### src/rtl/mfd_pkg.sv
`default_nettype none

package mfd_pkg;

    // field widths of one frame and one record
    localparam int FRAME_ID_W = 11;
    localparam int LEN_W      = 4;
    localparam int BYTE_W     = 8;
    localparam int SPAN_W     = 32;
    localparam int TEMP_W     = 9;
    localparam int MODE_W     = 3;

    // configuration register indexes
    localparam int CFG_IDX_W = 3;
    localparam logic [CFG_IDX_W-1:0] CFG_NODE_ID      = 3'd0;
    localparam logic [CFG_IDX_W-1:0] CFG_POSITION_MIN = 3'd1;
    localparam logic [CFG_IDX_W-1:0] CFG_POSITION_MAX = 3'd2;
    localparam logic [CFG_IDX_W-1:0] CFG_VELOCITY_MIN = 3'd3;
    localparam logic [CFG_IDX_W-1:0] CFG_VELOCITY_MAX = 3'd4;
    localparam logic [CFG_IDX_W-1:0] CFG_TORQUE_MIN   = 3'd5;
    localparam logic [CFG_IDX_W-1:0] CFG_TORQUE_MAX   = 3'd6;

    // register values after reset
    localparam logic [BYTE_W-1:0]        NODE_ID_RST      = 8'd1;
    localparam logic signed [SPAN_W-1:0] POSITION_MIN_RST = -32'sd819200;
    localparam logic signed [SPAN_W-1:0] POSITION_MAX_RST = 32'sd819200;
    localparam logic signed [SPAN_W-1:0] VELOCITY_MIN_RST = -32'sd3276800;
    localparam logic signed [SPAN_W-1:0] VELOCITY_MAX_RST = 32'sd3276800;
    localparam logic signed [SPAN_W-1:0] TORQUE_MIN_RST   = -32'sd1179648;
    localparam logic signed [SPAN_W-1:0] TORQUE_MAX_RST   = 32'sd1179648;

    // saturation bounds of a scaled value
    localparam logic signed [SPAN_W-1:0] SPAN_MIN_VAL = 32'sh8000_0000;
    localparam logic signed [SPAN_W-1:0] SPAN_MAX_VAL = 32'sh7fff_ffff;

    // frame length thresholds
    localparam logic [LEN_W-1:0] MIN_LEN   = 4'd6;
    localparam logic [LEN_W-1:0] TEMP_LEN  = 4'd7;
    localparam logic [LEN_W-1:0] FAULT_LEN = 4'd8;

    localparam logic signed [TEMP_W-1:0] TEMP_OFFSET = 9'sd40;

    // identifier groups, identifier bits 10..4
    localparam int ID_GRP_W = 7;
    localparam logic [ID_GRP_W-1:0] ID_GRP_IMPEDANCE = 7'h00;
    localparam logic [ID_GRP_W-1:0] ID_GRP_POSITION  = 7'h10;
    localparam logic [ID_GRP_W-1:0] ID_GRP_VELOCITY  = 7'h20;
    localparam logic [ID_GRP_W-1:0] ID_GRP_CURRENT   = 7'h30;

    // control modes
    localparam logic [MODE_W-1:0] MODE_IMPEDANCE = 3'd0;
    localparam logic [MODE_W-1:0] MODE_POSITION  = 3'd1;
    localparam logic [MODE_W-1:0] MODE_VELOCITY  = 3'd2;
    localparam logic [MODE_W-1:0] MODE_CURRENT   = 3'd3;
    localparam logic [MODE_W-1:0] MODE_UNKNOWN   = 3'd4;

    // record fields that bypass the scalers
    typedef struct packed {
        logic                     accepted;
        logic signed [TEMP_W-1:0] temperature;
        logic                     temperature_present;
        logic [BYTE_W-1:0]        fault_bits;
        logic                     fault_present;
        logic [MODE_W-1:0]        mode;
    } t_side;

endpackage

`default_nettype wire

### src/rtl/mfd_scale.sv
`default_nettype none

// min + trunc(raw * (max - min) / (2^RAW_BITS - 1)), saturated to 32 bits
// stages: span magnitude, product, folded quotient, corrected quotient
module mfd_scale #(
    parameter int RAW_BITS = 12
) (
    input  logic                             i_clk,
    input  logic                             i_en,
    input  logic [RAW_BITS-1:0]              i_raw,
    input  logic signed [mfd_pkg::SPAN_W-1:0] i_min,
    input  logic signed [mfd_pkg::SPAN_W-1:0] i_max,
    output logic signed [mfd_pkg::SPAN_W-1:0] o_value
);
    import mfd_pkg::*;

    localparam int DW = SPAN_W + 1;                        // span difference
    localparam int PW = RAW_BITS + DW;                     // product
    localparam int K  = (PW + RAW_BITS - 1) / RAW_BITS;    // fold terms + 1
    localparam int HW = 4;                                 // remainder headroom
    localparam int RW = RAW_BITS + HW;                     // remainder
    localparam int VW = SPAN_W + 3;                        // unsaturated sum
    localparam logic [RAW_BITS:0] DEN = {1'b0, {RAW_BITS{1'b1}}};

    logic [DW-1:0]       diff;
    logic [DW-1:0]       mag;
    logic                neg;

    logic [RAW_BITS-1:0] r_raw;
    logic [DW-1:0]       r_mag;
    logic                r_neg_a;
    logic [PW-1:0]       r_prod;
    logic                r_neg_b;
    logic [DW-1:0]       r_q0;
    logic [RW-1:0]       r_xlo;
    logic                r_neg_c;
    logic [DW-1:0]       r_q;
    logic                r_neg_d;

    logic [DW-1:0]       n_q0;
    logic [RW-1:0]       rem;
    logic [HW-1:0]       c0;
    logic [RAW_BITS:0]   r2;
    logic [HW:0]         corr;
    logic [DW-1:0]       n_q;

    logic [VW-1:0]       q_ext;
    logic [VW-1:0]       val;
    logic                in_range;

    // span difference as sign and magnitude
    assign diff = {i_max[SPAN_W-1], i_max} - {i_min[SPAN_W-1], i_min};
    assign neg  = diff[DW-1];
    assign mag  = neg ? (~diff + DW'(1)) : diff;

    // x / (2^b - 1) ~ sum of x >> kb, low by at most K
    always_comb begin
        n_q0 = '0;
        for (int k = 1; k < K; k++) begin
            n_q0 = n_q0 + DW'(r_prod >> (k * RAW_BITS));
        end
    end

    // remainder is small, so its low bits suffice for the correction
    always_comb begin
        rem  = r_xlo - {r_q0[HW-1:0], {RAW_BITS{1'b0}}} + r_q0[RW-1:0];
        c0   = rem[RW-1:RAW_BITS];
        r2   = {1'b0, rem[RAW_BITS-1:0]} + (RAW_BITS + 1)'(c0);
        corr = (HW + 1)'(c0) + (HW + 1)'(r2 >= DEN);
        n_q  = r_q0 + DW'(corr);
    end

    always_ff @(posedge i_clk) begin
        if (i_en) begin
            r_raw   <= i_raw;
            r_mag   <= mag;
            r_neg_a <= neg;
            r_prod  <= PW'(r_raw) * PW'(r_mag);
            r_neg_b <= r_neg_a;
            r_q0    <= n_q0;
            r_xlo   <= r_prod[RW-1:0];
            r_neg_c <= r_neg_b;
            r_q     <= n_q;
            r_neg_d <= r_neg_c;
        end
    end

    // apply sign, add offset, saturate
    assign q_ext    = {{(VW - DW){1'b0}}, r_q};
    assign val      = {{(VW - SPAN_W){i_min[SPAN_W-1]}}, i_min}
                    + (r_neg_d ? (~q_ext + VW'(1)) : q_ext);
    assign in_range = (&val[VW-1:SPAN_W-1]) | ~(|val[VW-1:SPAN_W-1]);
    assign o_value  = in_range ? $signed(val[SPAN_W-1:0])
                    : (val[VW-1] ? SPAN_MIN_VAL : SPAN_MAX_VAL);

endmodule

`default_nettype wire

### config.mk
export PLATFORM = sky130hd
export DESIGN_NAME = mfd_scale
export DESIGN_NICKNAME = d
export VERILOG_FILES = /design/src/rtl/mfd_pkg.sv /design/src/rtl/mfd_scale.sv
export SDC_FILE = /design/constraint.sdc
export NUM_CORES = 1
export LEC_CHECK = 0
export ABC_AREA = 1
export BUFFER_PORTS_ARGS = -buffer_cell sky130_fd_sc_hd__buf_2
export CORE_MARGIN = 10
export CORE_UTILIZATION = 60
export DETAILED_ROUTE_END_ITERATION = 10
export PLACE_DENSITY = 0.8
export SYNTH_ARGS = -nofsm -noshare
export SYNTH_HDL_FRONTEND = slang
export SYNTH_SLANG_ARGS = --single-unit
### constraint.sdc
create_clock -name i_clk -period 6.66 [get_ports i_clk]
set_clock_uncertainty 0.2 [all_clocks]
set_input_delay 1.665 -clock i_clk [delete_from_list [all_inputs] [get_ports i_clk]]
set_output_delay 1.665 -clock i_clk [all_outputs]
set_load 0.01 [all_outputs]
# ---- After elaboration in Yosys (flattened, before gate mapping)
# Cells that the tools add are included.
dict set report totals {
  elab_cells 34
  inputBits 78
  reg_bits 176
}
dict set report op_classes {
  n_bitwise 4
  order_cmp 1
  multipliers 1
  n_addsub 11
  mux 4
  reduce_logical 2
}
# operator count
set ops {}
lappend ops {{$mux W32} 3}
lappend ops {{$mul A12 B33 Y45} 1}
lappend ops {{$add A35 B1 Y35 const B} 1}
lappend ops {{$add A35 B35 Y35} 1}
lappend ops {{$mux W35} 1}
lappend ops {{$not A33 Y35} 1}
lappend ops {{$add A33 B1 Y33 const B} 1}
lappend ops {{$add A33 B21 Y33} 1}
lappend ops {{$add A33 B5 Y33} 1}
lappend ops {{$add A33 B9 Y33} 1}
lappend ops {{$not A33 Y33} 1}
lappend ops {{$sub A32 B32 Y33} 1}
lappend ops {{$add A16 B16 Y16} 1}
lappend ops {{$sub A16 B16 Y16} 1}
lappend ops {{$add A12 B4 Y13} 1}
lappend ops {{$ge A13 B12 Y1 const B} 1}
lappend ops {{$add A4 B1 Y5} 1}
lappend ops {{$reduce_and A4 Y1} 1}
lappend ops {{$reduce_or A4 Y1} 1}
lappend ops {{$not A1 Y1} 1}
lappend ops {{$or A1 B1 Y1} 1}

# ---- Logic depth before layout (Yosys ltp)
dict set report depth {
  depth_word 8
  ltp_mapped 38
  mapped_depth_nobuf 38
}

# ---- Worst setup path after synthesis
# OpenSTA, ideal clock, no wires.
dict set report synth_path {
  kind {flip-flop to flip-flop}
  start {register r_raw[11]}
  end {register r_prod[44], data pin}
  setup_slack_ns 1.011
  required_ns 6.199
  path_stages_with_launch 28
  setup_time_ns 0.261
  arrival_time_ns 5.188
  cell_sequence {edfxtp_1 clkbuf_1 clkbuf_1 nand2_1 fa_1 fa_1 inv_1 fa_1 inv_1 fa_1 inv_1 fa_1 ha_1 a21oi_1 o21ai_0 a21oi_1 inv_1 nand2_1 nand2_1 nand2_1 nand2_1 nand2_1 nand2_1 nand3_1 nand2_1 nand2_1 nand2_1 xor2_1}
}
dict set report synth_between {
  elab_chain_len 1
}
# item line_no
set synth_lines {}
lappend synth_lines {{start, declared} mfd_scale.sv:29} ;# logic [RAW_BITS-1:0] r_raw;
lappend synth_lines {{start signal, assigned} mfd_scale.sv:75} ;# r_raw <= i_raw;
lappend synth_lines {{$mul A12 B33 Y45} mfd_scale.sv:78} ;# r_prod <= PW'(r_raw) * PW'(r_mag);
lappend synth_lines {{end signal, assigned} mfd_scale.sv:78}
lappend synth_lines {{end, declared} mfd_scale.sv:32} ;# logic [PW-1:0] r_prod;
# Every way passes these cells.
# A chain may end at the register's enable or synchronous reset.

# ---- Worst setup path after layout
dict set report layout_path {
  start {register r_q[2]}
  end {output port o_value[13] (netlist bit)}
}
dict set report layout_between {
  elab_chain_len 8
  word_cells_on_any_way 10
  classes_between {2 x add/sub; 3 x mux; 3 x bitwise; 2 x reduce/logical}
}
# item line_no
set layout_lines {}
lappend layout_lines {{start, declared} mfd_scale.sv:37} ;# logic [DW-1:0] r_q;
lappend layout_lines {{start signal, assigned} mfd_scale.sv:83} ;# r_q <= n_q;
lappend layout_lines {{$not A33 Y35} mfd_scale.sv:91} ;# + (r_neg_d ? (~q_ext + VW'(1)) : q_ext);
lappend layout_lines {{$add A35 B1 Y35} mfd_scale.sv:91}
lappend layout_lines {{$mux W35 (*)} mfd_scale.sv:91}
lappend layout_lines {{$add A35 B35 Y35 (*)} mfd_scale.sv:91}
lappend layout_lines {{$reduce_or A4 Y1} mfd_scale.sv:92} ;# assign in_range = (&val[VW-1:SPAN_W-1]) | ~(|val[VW-1:SPAN_W-1]);
lappend layout_lines {{$not A1 Y1} mfd_scale.sv:92}
lappend layout_lines {{$or A1 B1 Y1} mfd_scale.sv:92}
lappend layout_lines {{$mux W32 (*)} mfd_scale.sv:93} ;# assign o_value = in_range ? $signed(val[SPAN_W-1:0])
lappend layout_lines {{end, declared} mfd_scale.sv:13} ;# output logic signed [mfd_pkg::SPAN_W-1:0] o_value
# Every way passes the cells marked *; elsewhere a longest branch is shown, timed or not.

==> results.py <==
metrics = {
    "logic_synthesis": {
        "ys_seq_area_share_pct": 19.0,
        "yosysWarnings": 0,
        "synthesized_area_per_cell_um2": 7.61,
        "synthCells": 3650,
        "synthesis.area_um2": 27800,
        "synth.net_count": 4271,
        "synth_cell_type_count": 52,
        "async_sr_flop_fraction_pct": 0,
        "synth_enable_flop_cells": 176,
        "synth_ff_type": "sky130_fd_sc_hd__edfxtp_1",
        "number_of_synthesized_register_bits": 176,
    },
    "setup_path": {
        "timing.critical_path.fanout_max": 7,
        "worstPathBufferInverterCount": 4,
        "timing.reg2reg.setup_slack_ns": 0.47,
        "cp_slowest_stage_delay_ns": 0.41,
        "cpLargestDelayFamily": "simple AND/OR/NAND/NOR gates",
        "endpoint_arrival_time_on_the_critical_path_ns": 4.64,
        "critPathKind": "flop to primary output",
        "data_required_time_of_the_worst_path_ns": 4.80,
        "timing.critical_path.from": "r_q[2]",
        "setup_crit_start_kind": "flop",
        "cp_slowest_cell": "sky130_fd_sc_hd__edfxtp_1",
        "critical_path.reg2reg.startpoint": "r_raw[10]",
        "worst_path_most_repeated_cell": "sky130_fd_sc_hd__nand2_1",
        "endpoint_kind": "primary output",
    },
    "placement": {
        "place.gp.congestion": 0.987,
        "hpwl_mm": 61.7,
        "numPortBuffers": 109,
    },
    "clocking": {
        "clk_transition_reported_paths_ns": 0.08,
        "holdBufCountCts": 0,
        "numCtsBuffers": 17,
        "clock_tree.root_cell": "sky130_fd_sc_hd__clkbuf_16",
        "cts_max_level": 4,
        "worst_skew_pair.late_latency_ns": 0.49,
        "clk_path_buf_depth": 2,
        "tritoncts": "built",
        "clkSinkCount": 176,
    },
    "route": {
        "route.final.wire_length_mm": 77.5,
        "wire_per_inst_um": 17.8,
        "first_iter_violations": 2079,
        "route.detailed.vias_per_inst": 5.58,
        "drc": 0,
        "antenna_violating_nets_post_route": 0,
        "first_pass_iters": 6,
        "num_vias": 24300,
    },
    "sta": {
        "final_hold_fails": 0,
        "finalSetupViolations": 0,
        "timing.final.crit_period_ns": 6.51,
        "fin_tns_setup_ns": 0,
        "drv_slew": 0,
        "fmax_ghz": 0.154,
        "timing.max_slew.rel_slack_pct": 47.4,
        "timing.final.crit_share_pct": 97.7,
        "tightest_slew_ns": 0.789,
    },
    "global_routing": {
        "pin_count_of_the_biggest_net_entering_global_routing": 129,
        "globalRouteOverflowTotal": 0,
        "initial_antenna_violation_count": 0,
        "first_pass_grt_wire_length_mm": 123,
        "grt_pass1_vias": 24000,
        "overall_track_demand_over_capacity_in_global_routing_pct": 27.5,
    },
    "die": {
        "die-height_um": 235,
        "dieWidth_um": 235,
        "core_area_um2": 45600,
        "io-pin-count": 110,
        "die_area_um2": 55300,
        "initial_standard_cell_utilization_of_the_core_pct": 60.9,
        "core.rowCount": 78,
    },
    "hold_path": {
        "hp-class": "flop to flop",
        "hp-start": "r_prod[7]",
    },
    "layout": {
        "multiInputGateArea_um2": 19500,
        "nFillCells": 3817,
        "insertedDiodeCount": 0,
        "final-seq-area_um2": 5290,
        "final_nets": 4353,
        "final_layout_size_suffix_gt1_share_pct": 7.50,
        "area_growth_pct": 7.93,
    },
    "job": {
        "max-cap-violations": 0,
    },
    "status": {
        "status": "finished, final reports clean",
    },
}
==> cell usage in the layout, fill, tap and decap left out, types with 108 or more instances in the layout <==
master	Yosys	layout
sky130_fd_sc_hd__xor2_1	121	118
sky130_fd_sc_hd__inv_1	751	747
sky130_fd_sc_hd__edfxtp_1	176	176
sky130_fd_sc_hd__nor2_1	254	247
sky130_fd_sc_hd__ha_1	217	213
sky130_fd_sc_hd__a21oi_1	165	161
sky130_fd_sc_hd__nand2_1	1033	1025
sky130_fd_sc_hd__nand3_1	124	121
sky130_fd_sc_hd__fa_1	326	326
sky130_fd_sc_hd__buf_2	2	108
==> per-stage QoR <==
stage	instances	instance area, µm²	util, %	hold slack [ns]	setup slack (ns)
2_1_floorplan	3650	27800	-	0.200	1.01
3_3_place_gp	4294	28900	63.4	0.201	0.424
3_5_place_dp	4294	28900	63.4	0.206	0.245
4_1_cts	4329	29600	65.0	0.225	0.0519
5_1_grt	4345	30000	65.8	0.229	-0.120
6_report	4345	30000	65.8	0.221	0.152
==> Yosys cell counts, types with 6 or more instances <==
cell | number | area [µm²]
sky130_fd_sc_hd__a21oi_1 | 165 | 826
sky130_fd_sc_hd__inv_2 | 8 | 30.0
sky130_fd_sc_hd__fa_1 | 326 | 6530
sky130_fd_sc_hd__xor2_1 | 121 | 1060
sky130_fd_sc_hd__buf_6 | 7 | 78.8
sky130_fd_sc_hd__xnor2_1 | 77 | 674
sky130_fd_sc_hd__edfxtp_1 | 176 | 5290
sky130_fd_sc_hd__o21ai_0 | 79 | 395
sky130_fd_sc_hd__inv_1 | 751 | 2820
sky130_fd_sc_hd__a31oi_1 | 21 | 131
sky130_fd_sc_hd__nand4_1 | 38 | 238
sky130_fd_sc_hd__nand2_2 | 11 | 68.8
sky130_fd_sc_hd__nand2_1 | 1033 | 3880
sky130_fd_sc_hd__nor2_1 | 254 | 953
sky130_fd_sc_hd__o21bai_1 | 11 | 82.6
sky130_fd_sc_hd__ha_1 | 217 | 2720
sky130_fd_sc_hd__nor4_1 | 11 | 68.8
sky130_fd_sc_hd__clkbuf_1 | 84 | 315
sky130_fd_sc_hd__nand3b_1 | 9 | 67.6
sky130_fd_sc_hd__nand3_1 | 124 | 621
sky130_fd_sc_hd__nor3_1 | 41 | 205
sky130_fd_sc_hd__a21o_1 | 14 | 105
sky130_fd_sc_hd__o31ai_1 | 6 | 45.0
==> final timing paths <==
path            endpoint  cells after the start
max          o_value[13]                     25
max reg2reg   r_prod[44]                     25
min reg2reg     r_xlo[7]                      0
min             r_xlo[7]                      0
==> cells by family (layout without fill, tap and decap cells) <==
| logic type | count (synthesis) | after routing | share of synthesized area, % |
|---|---|---|---|
| buffers and inverters | 854 | 943 | 11.8 |
| AO/OA/AOI/OAI | 327 | 327 | 6.63 |
| flip-flops | 176 | 176 | 19.0 |
| XOR/XNOR | 200 | 200 | 6.40 |
| adder cells (fa/ha/maj) | 543 | 543 | 33.3 |
| AND/OR/NAND/NOR | 1550 | 1556 | 22.9 |
==> state kept, by name, indices dropped and copies added (netlist names) <==
signal	count
r_neg_b	1
r_neg_c	1
r_mag	33
r_raw	12
r_neg_a	1
r_q	33
r_neg_d	1
r_q0	33
r_prod	45
r_xlo	16
==> layout make-up <==
class	count	share of cell area, %
timing repair buffer	151	3.02
clock inverter	15	0.693
clock buffer	17	1.42
sequential	176	17.6
tap	600	2.50
inverter	760	9.52
multi-input combinational	2626	65.2
==> routing by layer <==
metal,GRT usage [%],vias to the layer above,part of all wire (%)
met2,44.9,1079,47
met4,12.9,0,4.4
met1,34.6,11500,40
met5,0,-,0
li1,-,11400,-
met3,5.33,212,8.2
==> repair_timing <==
action                                  CTS  global route
pin swaps                                 1            21
gates resized for setup                   5            57
endpoints found under the setup margin   31            31
endpoints found under the hold margin     0             0
gates cloned                              1             5
buffers inserted                          2            11
Power is left out: the tool's default activity adds up to more than one toggle a clock period on the data nets, which glitch-free logic cannot reach.
